==> src/hdl/indexed_dary_min_heap_unit_macros.svh <==
// assertion macros shared by the heap unit rtl
// depends on nothing; included by files that carry assertions
`ifndef INDEXED_DARY_MIN_HEAP_UNIT_MACROS_SVH
`define INDEXED_DARY_MIN_HEAP_UNIT_MACROS_SVH

// same-cycle implication, disabled during reset
`define DHP_ASSERT_IMP(lbl, clk_s, rst_s, ante, cons) \
  lbl: assert property (@(posedge clk_s) disable iff (!rst_s) (ante) |-> (cons)) \
    else $error("dhp assertion failed");

// next-cycle implication, disabled during reset
`define DHP_ASSERT_NXT(lbl, clk_s, rst_s, ante, cons) \
  lbl: assert property (@(posedge clk_s) disable iff (!rst_s) (ante) |=> (cons)) \
    else $error("dhp next-cycle assertion failed");

`endif

==> src/hdl/dhp_ram.sv <==
// generic simple dual-port ram, one write and one registered read per cycle
// depends on nothing
`timescale 1ns / 1ps

module dhp_ram #(
  parameter int WIDTH = 8,
  parameter int DEPTH = 16
) (
  input  logic                     clk,
  input  logic                     we,
  input  logic [$clog2(DEPTH)-1:0] waddr,
  input  logic [WIDTH-1:0]         wdata,
  input  logic [$clog2(DEPTH)-1:0] raddr,
  output logic [WIDTH-1:0]         rdata
);

  logic [WIDTH-1:0] mem [DEPTH];

  always_ff @(posedge clk) begin
    if (we) begin
      mem[waddr] <= wdata;
    end
    rdata <= mem[raddr];
  end

endmodule

==> config.mk <==
export PLATFORM = sky130hd
export DESIGN_NAME = dhp_ram
export DESIGN_NICKNAME = d
export VERILOG_FILES = /design/src/hdl/indexed_dary_min_heap_unit_macros.svh /design/src/hdl/dhp_ram.sv
export SDC_FILE = /design/constraint.sdc
export NUM_CORES = 1
export LEC_CHECK = 0
export ABC_AREA = 1
export BUFFER_PORTS_ARGS = -buffer_cell sky130_fd_sc_hd__buf_2
export CAP_MARGIN = 20
export CELL_PAD_IN_SITES_DETAIL_PLACEMENT = 1
export CELL_PAD_IN_SITES_GLOBAL_PLACEMENT = 1
export CORE_ASPECT_RATIO = 1.4
export CORE_MARGIN = 5
export CORE_UTILIZATION = 45
export CTS_CLUSTER_SIZE = 40
export DETAILED_ROUTE_END_ITERATION = 8
export PLACE_DENSITY_LB_ADDON = 0.2
export SLEW_MARGIN = 20
export SYNTH_ARGS = -nofsm -noshare
export SYNTH_HDL_FRONTEND = slang
export SYNTH_SLANG_ARGS = --single-unit
==> constraint.sdc <==
create_clock -name clk -period 1.4 [get_ports clk]
set_input_delay 0.14 -clock clk [delete_from_list [all_inputs] [get_ports clk]]
set_output_delay 0.14 -clock clk [all_outputs]
set_load 0.02 [all_outputs]
=== Word level (Yosys, flattened, before mapping) ===
Memories as Yosys holds them, arrays and structs flattened. A register that Yosys moved wholly into a read port is not among the register bits.
Index checks and enable logic that the tools add are counted.

* Memories: 1
* Output and inout bits: 8
* Flip-flop bits (word level): 0
* Memory bits (writable): 128
* Logic and storage cells: 3

{| class="wikitable"
|+ Memories
! memory !! depth !! width !! rd ports !! clocked after Yosys merged registers in !! write ports !! line !! source
|-
| mem || 16 || 8 || 1 || 1 || 1 || dhp_ram.sv:17 || <nowiki>logic [WIDTH-1:0] mem [DEPTH];</nowiki>
|}

* Multiplexer cells: 2

{| class="wikitable"
|+ Operators with widths
! operator !! number
|-
| two-way mux 1 bit || 2
|}

=== Logic depth before layout (Yosys ltp) ===
Gate-level depths: netlist of the first run.

* Word-level depth: 2
* Mapped depth: 8

=== Least setup slack after synthesis of the first run ===
No wires, ideal clock.

* Path type: input port to flip-flop
* Start: input port waddr[2]
* End: memory mem[10][0], enable pin
* Path buffers: 0
* Data arrival time: 0.721 ns
* Cell stages on the path: 2
* Slack: 0.309 ns
* Library setup time: 0.370 ns
* Required time: 1.030 ns
* Path through: nand3b_1 -> nor2_1

{| class="wikitable"
|+ RTL lines
! item !! line !! source
|-
| start, declared || dhp_ram.sv:11 || <nowiki>input logic [$clog2(DEPTH)-1:0] waddr,</nowiki>
|-
| end, declared || dhp_ram.sv:17 ||
|}

Straight into the memory's write port.

=== Worst setup path after layout of the first run ===
* Start: register rdata[6] (read register of mem)
* End: output port rdata[6]

{| class="wikitable"
|+ RTL lines
! item !! line !! source
|-
| start, declared || dhp_ram.sv:14 || <nowiki>output logic [WIDTH-1:0] rdata</nowiki>
|}

No word-level cell between the ends.

==> out/metrics.yaml, run 1 <==
sta:
  fin_crit_ns: 1.100
  fin_skew_ns: 0.008586
  setup_violations: 0
  finalHoldViolations: 0
  whs_ns: 0.1223
  max-slew-margin-rel_pct: 75.20
  maxSlewViolCount: 0
  worst_slew_pin_slew_ns: 0.3720
  tns_ns: 0
  rsz0062_at_grt: "false"
  timing.final.crit_share_pct: 78.59
  fmax_mhz: 908.8
worst_setup_path:
  reg2reg_depth: 6
  worstPathArrival_ns: 0.96
  required_ns: 1.26
  critical_path.max_stage_delay_ns: 0.36
  cp-start-kind: "flip-flop"
  path_max_fanout: 1
  worstSetupEndpointType: "primary output"
  slowest_stage: "dfxtp_1"
  path_cells: "buf_2"
  crit_type: "reg2out"
  critPathBufInv: 1
  cp_num_cells: 1
  crit_family: "flip-flops"
floorplanning:
  coreArea_sq_mm: 0.01269
  die_h_microns: 143.9
  initial_utilization_pct: 45.44
  dieArea_sq_mm: 0.01521
  pin_count: 26
  rows: 49
  fp.dieW_microns: 105.7
layout:
  layout_commonest_cell: "nand2_1"
  area_growth_pct: 16.77
  drive_gt1_share_pct: 13.89
  nNetsFinal: 617
  n_antenna_cell: 0
  fillers: 1412
  mostFrequentLayoutCells: "nand2_1, edfxtp_1, inv_1, nand3_1, buf_2"
synthesis:
  synth.cell_area_sq_mm: 0.005767
  synth_area_per_cell_sq_um: 10.47
  synth.net_count: 569
  ys_types: 12
  syn-instance-count: 551
  seq_area_frac_synth_pct: 69.43
  synth_warnings: 0
  synth_seq_cells: 136
cts:
  cts_buffers: 17
  worstSkewPairLatency_ns: 0.42
  cts_setup_buffers: 0
  htreeDepth: 4
  cts-root-buf: "clkbuf_16"
  hold_buffers: 0
  numClockSinks: 136
  clock_path_buffers: 2
  path_clk_slew_ns: 0.06
  cts_tree: "done"
  postCtsResizedCells: 0
route:
  antenna_left: 0
  num_vias: 3938
  routed_via_density: 5.148
  wl_per_cell_microns: 19.29
  route.detailed.drc: 0
  drtIter0Drc: 269
  wl_microns: 14760
  drtPass1Iterations: 4
place:
  place_hpwl_microns: 9892
  io_buffers: 25
  gp_congestion: 0.8698
global_routing:
  grt_overflow: 0
  grt_max_degree: 33
  grt_pass1_wl_microns: 23340
  track_usage_pct: 20.75
  grt_pass1_vias: 4235
  antenna_found_initial: 0
hold_path:
  worst_hold_path.num_cells: 1
  hp-class: "in2reg"
pwr:
  ir_worst_vdd_v: 0.0008290
  leakagePower_nw: 2.942
  p_total_mw: 9.362
  power.density_mw_per_mm2: 1390
job:
  cap_violations: 0
outcome:
  status: "completed"
cell type report:
cell class | count | area [sq um] | area share, %
Clock buffer | 18 | 429.2 | 6.373
Clock inverter | 14 | 127.6 | 1.895
Inverter | 102 | 382.9 | 5.686
Multi-Input combinational cell | 289 | 1214 | 18.02
Sequential cell | 136 | 4004 | 59.46
Tap cell | 153 | 191.4 | 2.843
Timing Repair Buffer | 53 | 385.4 | 5.723
cell families after synthesis:
logic type | Yosys count | share of synthesized area (%)
buffers and inverters | 126 | 9.525
flip-flops | 136 | 69.43
AND/OR/NAND/NOR | 289 | 21.05
registers in the layout, indices dropped and copies added (netlist names):
name / cells
rdata: 8
mem: 128
routing by layer:
metal	share of wire, %	routed length, microns	GRT usage, %
met1	42	6135	26.15
met2	53	7848	35.62
met3	3.9	573	4.225
met4	1.4	200	7.572
met5	0	0	0
stage by stage:
step	setup WS [ns]	area, sq um	utilization, %	instances
global route	0.2388	6734	53.06	765
detailed placement	0.1424	6177	48.67	733
CTS	0.2458	6734	53.06	765
floorplan	0.3092	5767	-	551
global placement	0.1618	6177	48.67	733
finish	0.2997	6734	53.06	765
synth_stat cells:
library cell	n	area (sq um)
dfxtp_1	8	160.2
buf_1	1	3.750
nand3_1	97	485.5
inv_1	100	375.4
nor2_1	17	63.81
buf_4	4	30.03
nand2_1	173	649.4
nand3b_1	2	15.01
edfxtp_1	128	3844
inv_2	2	7.510
buf_6	6	67.56
buf_2	13	65.06
path summary, 6_finish.rpt:
check,to,slack (ns),startpoint
max reg2reg,rdata[5],0.41,mem[7][5]
max,rdata[6],0.30,rdata[6]
min,mem[14][3],0.12,wdata[3]
min reg2reg,rdata[1],0.68,mem[13][1]
power breakdown:
group	switching [mW]	internal, mW	total, mW
Sequential	0.0315	4.55	4.58
Combinational	0.428	0.186	0.614
Clock	1.72	2.45	4.17
Total	2.18	7.19	9.36
Power figures use the tool's default switching activity.
==> run 2: changes to the inputs <==
--- a/config.mk
+++ b/config.mk
@@ -5,7 +5,7 @@
 export SDC_FILE = /design/constraint.sdc
 export NUM_CORES = 1
 export LEC_CHECK = 0
-export ABC_AREA = 1
+export ABC_AREA = 0
 export BUFFER_PORTS_ARGS = -buffer_cell sky130_fd_sc_hd__buf_2
 export CAP_MARGIN = 20
 export CELL_PAD_IN_SITES_DETAIL_PLACEMENT = 1
==> constraint.sdc (replaced) <==
create_clock -name clk -period 1 [get_ports clk]
set_input_delay 0.1 -clock clk [delete_from_list [all_inputs] [get_ports clk]]
set_output_delay 0.1 -clock clk [all_outputs]
set_load 0.02 [all_outputs]
==> run 2 against run 1 <==
The flow now finishes with violations (setup timing). Sequential cell count unchanged. Largest power group unchanged. Area after synthesis fell by 11%. Global-route usage shrank 3.3 points. Final area is 4.0% lower. Critical endpoint is now rdata[3].
==> out/metrics.yaml, run 2 <==
outcome:
  status: "finished, violations left"
  violations: "setup timing"
pwr:
  power.density_mw_per_mm2: 2009
  p_total_mw: 12.99
  leakagePower_nw: 2.155
  ir_worst_vdd_v: 0.001077
worst_setup_path:
  reg2reg_depth: 3
  worstPathArrival_ns: 1.55
  cp-start-kind: "flip-flop"
  slowest_stage: "mux4_2"
  required_ns: 1.28
  crit_type: "reg2reg"
  worstSetupEndpointType: "flip-flop"
  critical_path.max_stage_delay_ns: 0.47
  rr_startpoint: "mem[0][3]"
  startpoint: "mem[0][3]"
  path_cells: "mux4_2 > a22oi_2 > nand2_2"
  path_max_fanout: 1
synthesis:
  async_flop_share_pct: 0
  synth_top_area_cell: "edfxtp_1"
  seq_area_frac_synth_pct: 77.78
  synth_xor_area_share_pct: 0
  syn-instance-count: 229
  synth_warnings: 0
  synth_seq_cells: 136
  synth.net_count: 247
  synth_enable_flop_cells: 128
  synth_fa_ha_area_share_pct: 0
  yosysMostFrequentCell: "edfxtp_1"
  ys_types: 19
  synth_area_per_cell_sq_um: 22.48
  synth_top_area_share_pct: 74.67
  ys_top_cells_by_count: "edfxtp_1, mux4_2, a22oi_1"
  synth_flop_cell: "edfxtp_1"
  synth_top_family_by_area: "multiplexers"
  synth-simple-area-share_pct: 3.184
  synth-compound-area-share_pct: 2.333
  synth.cell_area_sq_mm: 0.005147
  synthTopCellsByArea: "edfxtp_1, mux4_2, mux4_1"
  synth_mux_area_share_pct: 15.02
place:
  gp_congestion: 0.7651
  dp_cells: 424
  io_buffers: 25
  place_hpwl_microns: 7297
route:
  antenna_left: 0
  wl_microns: 10620
  num_vias: 2460
  drtPass1Iterations: 4
  drtIter0Drc: 96
  route.detailed.drc: 0
  routed_via_density: 5.395
  wl_per_cell_microns: 23.30
cts:
  cts-root-buf: "clkbuf_16"
  worstSkewPairLatency_ns: 0.41
  numClockSinks: 136
  clock_path_buffers: 2
  cts_tree: "done"
  path_clk_slew_ns: 0.06
  cts_setup_buffers: 0
  htreeDepth: 4
  cts_buffers: 17
floorplanning:
  rows: 46
  initial_utilization_pct: 45.63
  coreArea_sq_mm: 0.01128
  fp.dieW_microns: 100.4
  die_h_microns: 136.5
  dieArea_sq_mm: 0.01371
  pin_count: 26
global_routing:
  grt_pass1_wl_microns: 16690
  antenna_found_initial: 0
  track_usage_pct: 17.41
  grt_overflow: 0
  grt_max_degree: 19
  grt_pass1_vias: 2742
layout:
  mostFrequentLayoutCells: "edfxtp_1, mux4_2, buf_4, clkbuf_16, buf_2"
  post-route-util_pct: 57.30
  largest_reg_flops: 128
  fin_cells: 456
  top_regs: "mem (128), rdata (8)"
  drive_gt1_share_pct: 48.72
  layout_commonest_cell: "edfxtp_1"
  area_growth_pct: 25.57
  nNetsFinal: 317
  n_antenna_cell: 0
  fillers: 1007
  regMostFlops: "mem"
sta:
  whs_ns: 0.08073
  fin_skew_ns: 0.003962
  setup_ws_ns: -0.2696
  fmax_mhz: 787.6
  max-slew-margin-rel_pct: 36.87
  fin_crit_ns: 1.270
  maxSlewViolCount: 0
  setup_violations: 8
  worst_slew_pin_slew_ns: 0.9435
  rsz0062_at_grt: "true"
  finalHoldViolations: 0
  timing.final.crit_share_pct: 127.0
hold_path:
  worst_hold_startpoint: "wdata[0]"
  hp-class: "in2reg"
  worst_hold_path.num_cells: 1
job:
  cap_violations: 0
run 2: changes by cell type after synthesis, moves of 4 or more:
cell     previous run  this run
a22oi_1             0        16
buf_2              13         3
inv_1             100         0
mux4_1              0        14
mux4_2              0        18
nand2_1           173         9
nand3_1            97         1
nor2_1             17        13
nor3_1              0         4
run 2: what timing repair did:
action	in CTS	in global routing
pin swaps	2	3
setup endpoints to repair	15	14
hold endpoints to repair	0	0
hold buffers	0	0
resized for setup	26	7
run 2: cells by family after synthesis:
group / after synthesis
AO/OA/AOI/OAI: 16
AND/OR/NAND/NOR: 35
buffers and inverters: 10
multiplexers: 32
flip-flops: 136
run 2: per-layer routing:
metal	up-vias	track usage (%)	wire, microns
met4	0	5.618	119
met5	-	0	0
met1	1313	21.10	4265
li1	1098	-	-
met2	38	30.38	5963
met3	11	4.437	276
run 2: worst paths after layout:
check,endpoint,slack (ns)
max,rdata[3],-0.27
min reg2reg,rdata[4],0.69
max reg2reg,rdata[3],-0.27
min,mem[13][0],0.08
run 2: through the flow:
stage | worst slack, ns | TNS (ns) | area, sq um
after detailed placement | -0.4974 | -36.95 | 5806
final | -0.2696 | -1.961 | 6464
after global routing | -0.3148 | -2.414 | 6464
after CTS | -0.2809 | -2.089 | 6437
after global placement | -0.4859 | -32.34 | 5806
after floorplan | -0.2030 | -9.931 | 5213
run 2: power breakdown:
group	switching, mW	total (mW)	leakage, nW	internal (mW)
Clock	2.12	5.74	0.263	3.62
Combinational	0.436	0.816	0.667	0.380
Sequential	0.0504	6.43	1.22	6.38
run 2: critical path, delay by kind of cell, from the launching register on:
kind / cells / cell delay, ns
AND/OR/NAND/NOR: 1 / 0.10
flip-flops: 1 / 0.37
multiplexers: 1 / 0.47
AO/OA/AOI/OAI: 1 / 0.21
run 2: cell type report:
cell class / count / area (sq um) / share of cell area [%]
Clock buffer: 21 / 440.4 / 6.814
Clock inverter: 11 / 106.4 / 1.645
Multi-Input combinational cell: 83 / 1146 / 17.73
Sequential cell: 136 / 4011 / 62.06
Tap cell: 144 / 180.2 / 2.787
Timing Repair Buffer: 61 / 579.3 / 8.962
==> run 3: changes to the inputs <==
--- a/config.mk
+++ b/config.mk
@@ -15,7 +15,7 @@
 export CORE_UTILIZATION = 45
 export CTS_CLUSTER_SIZE = 40
 export DETAILED_ROUTE_END_ITERATION = 8
-export PLACE_DENSITY_LB_ADDON = 0.2
+export PLACE_DENSITY_LB_ADDON = 0.1
 export SLEW_MARGIN = 20
 export SYNTH_ARGS = -nofsm -noshare
 export SYNTH_HDL_FRONTEND = slang
==> run 3 against run 2 <==
The run still ends with setup timing left. First-iteration DRC count increased by 90%. Clock power increased by 17%. Largest power group is now clock. Critical path type unchanged. Global-route usage increased by 0.47 points.
==> out/metrics.yaml, run 3 (synthesized netlist as in run 2, its figures left out) <==
outcome:
  status: "finished, violations left"
  violations: "setup timing"
cts:
  cts-root-buf: "clkbuf_16"
  worstSkewPairLatency_ns: 0.40
  clock_path_buffers: 2
  numClockSinks: 136
  hold_buffers: 0
  cts_buffers: 17
  htreeDepth: 4
  cts_tree: "done"
  path_clk_slew_ns: 0.06
sta:
  finalHoldViolations: 0
  fin_skew_ns: 0.004742
  setup_violations: 8
  timing.final.crit_share_pct: 132.2
  tns_ns: -2.231
  max-slew-margin-rel_pct: 42.09
  rsz0062_at_grt: "true"
  fin_crit_ns: 1.322
  fmax_mhz: 756.3
  maxSlewViolCount: 0
  setup_ws_ns: -0.3221
  worst_slew_pin_slew_ns: 0.8654
worst_setup_path:
  worstPathArrival_ns: 1.60
  required_ns: 1.28
  slowest_stage: "mux4_2"
  crit_family: "multiplexers"
  critPathBufInv: 0
  crit_type: "reg2reg"
  cp-start-kind: "flip-flop"
  worstSetupEndpointType: "flip-flop"
  path_cells: "mux4_2 > a22oi_2 > nand2_2"
  path_max_fanout: 1
  critical_path.max_stage_delay_ns: 0.51
pwr:
  pwr-share-clk_pct: 48.2
  switching_power_mw: 2.692
  leakagePower_nw: 2.181
  power.density_mw_per_mm2: 2120
  ir_worst_vdd_v: 0.002595
  p_sw_share_pct: 19.35
  intPower_mw: 11.22
  seq_power_share_pct: 46.1
  pwr-share-comb_pct: 5.6
place:
  gp_congestion: 0.7302
  dpl_worst_slack_ns: -0.5217
  placed_cell_area_sq_mm: 0.005871
  io_buffers: 25
  place_hpwl_microns: 7527
floorplanning:
  initial_utilization_pct: 45.63
  die_h_microns: 136.5
  pin_count: 26
  dieArea_sq_mm: 0.01371
  rows: 46
  coreArea_sq_mm: 0.01128
  fp.dieW_microns: 100.4
route:
  wl_per_cell_microns: 24.18
  drtPass1Iterations: 4
  route.detailed.drc: 0
  wl_microns: 10930
  drtIter0Drc: 182
  antenna_left: 0
  num_vias: 2439
  routed_via_density: 5.396
layout:
  top_regs: "mem (128), rdata (8)"
  regMostFlops: "mem"
  area_growth_pct: 27.52
  mostFrequentLayoutCells: "edfxtp_1, mux4_2, buf_2, buf_12, clkbuf_16"
  nNetsFinal: 313
  layout_commonest_cell: "edfxtp_1"
  post-route-util_pct: 58.19
  final_area_sq_mm: 0.006564
  drive_gt1_share_pct: 46.43
  largest_reg_flops: 128
  n_antenna_cell: 0
global_routing:
  grt_max_degree: 17
  grt_pass1_wl_microns: 16910
  antenna_found_initial: 0
  track_usage_pct: 17.88
  grt_pass1_vias: 2707
  grt_overflow: 0
job:
  cap_violations: 0
hold_path:
  hp-class: "in2reg"
-- run 3: timing repair --
action / CTS / global route
setup buffers: 0 / 0
setup endpoints to repair: 11 / 12
pin swaps: 2 / 2
resized for setup: 12 / 5
-- run 3: worst reg2reg max path, stage by stage (launching register included) --
cell and delay [ns]:
edfxtp_1 0.38, mux4_2 0.51, a22oi_2 0.23, nand2_2 0.09
-- run 3: path summary, 6_finish.rpt --
| check | slack, ns | endpoint | depth (start not counted) | startpoint |
|---|---|---|---|---|
| setup / recovery | -0.32 | rdata[3] | 3 | mem[3][3] |
| setup reg to reg | -0.32 | rdata[3] | 3 | mem[3][3] |
| hold reg to reg | 0.68 | rdata[2] | 3 | mem[14][2] |
| hold / removal | 0.08 | mem[6][7] | 1 | wdata[7] |
-- run 3: final cells by class --
class,instances,area [sq um]
repair buffers,57,614.3
flip-flops and latches,136,4008
well taps,144,180.2
clock inverters,12,198.9
clock buffers,20,446.7
fillers,979,4717
multi-input cells,83,1116
-- run 3: power groups by stage --
stage                     logic (mW)  clock network, mW  registers, mW
after floorplan                0.372                  0           6.57
after global placement         0.756                  0           6.53
after detailed placement       0.773                  0           6.53
after CTS                      0.793               6.85           6.42
after global routing           0.844               7.11           6.43
final                          0.784               6.71           6.42
-- run 3: per-stage QoR --
step / power [mW] / cells / hold WS [ns]
floorplan: 6.938 / 229 / 0.1989
global placement: 7.285 / 421 / 0.4863
detailed placement: 7.306 / 421 / 0.5035
CTS: 14.06 / 452 / 0.06685
global route: 14.39 / 452 / 0.07350
finish: 13.92 / 452 / 0.07522
-- run 3: routing by layer --
layer	share of wire [%]	wire [microns]	global-route usage, %
met1	40	4353	21.58
met2	56	6094	31.45
met3	3.0	327	3.723
met4	1.4	153	6.667
met5	0	0	0
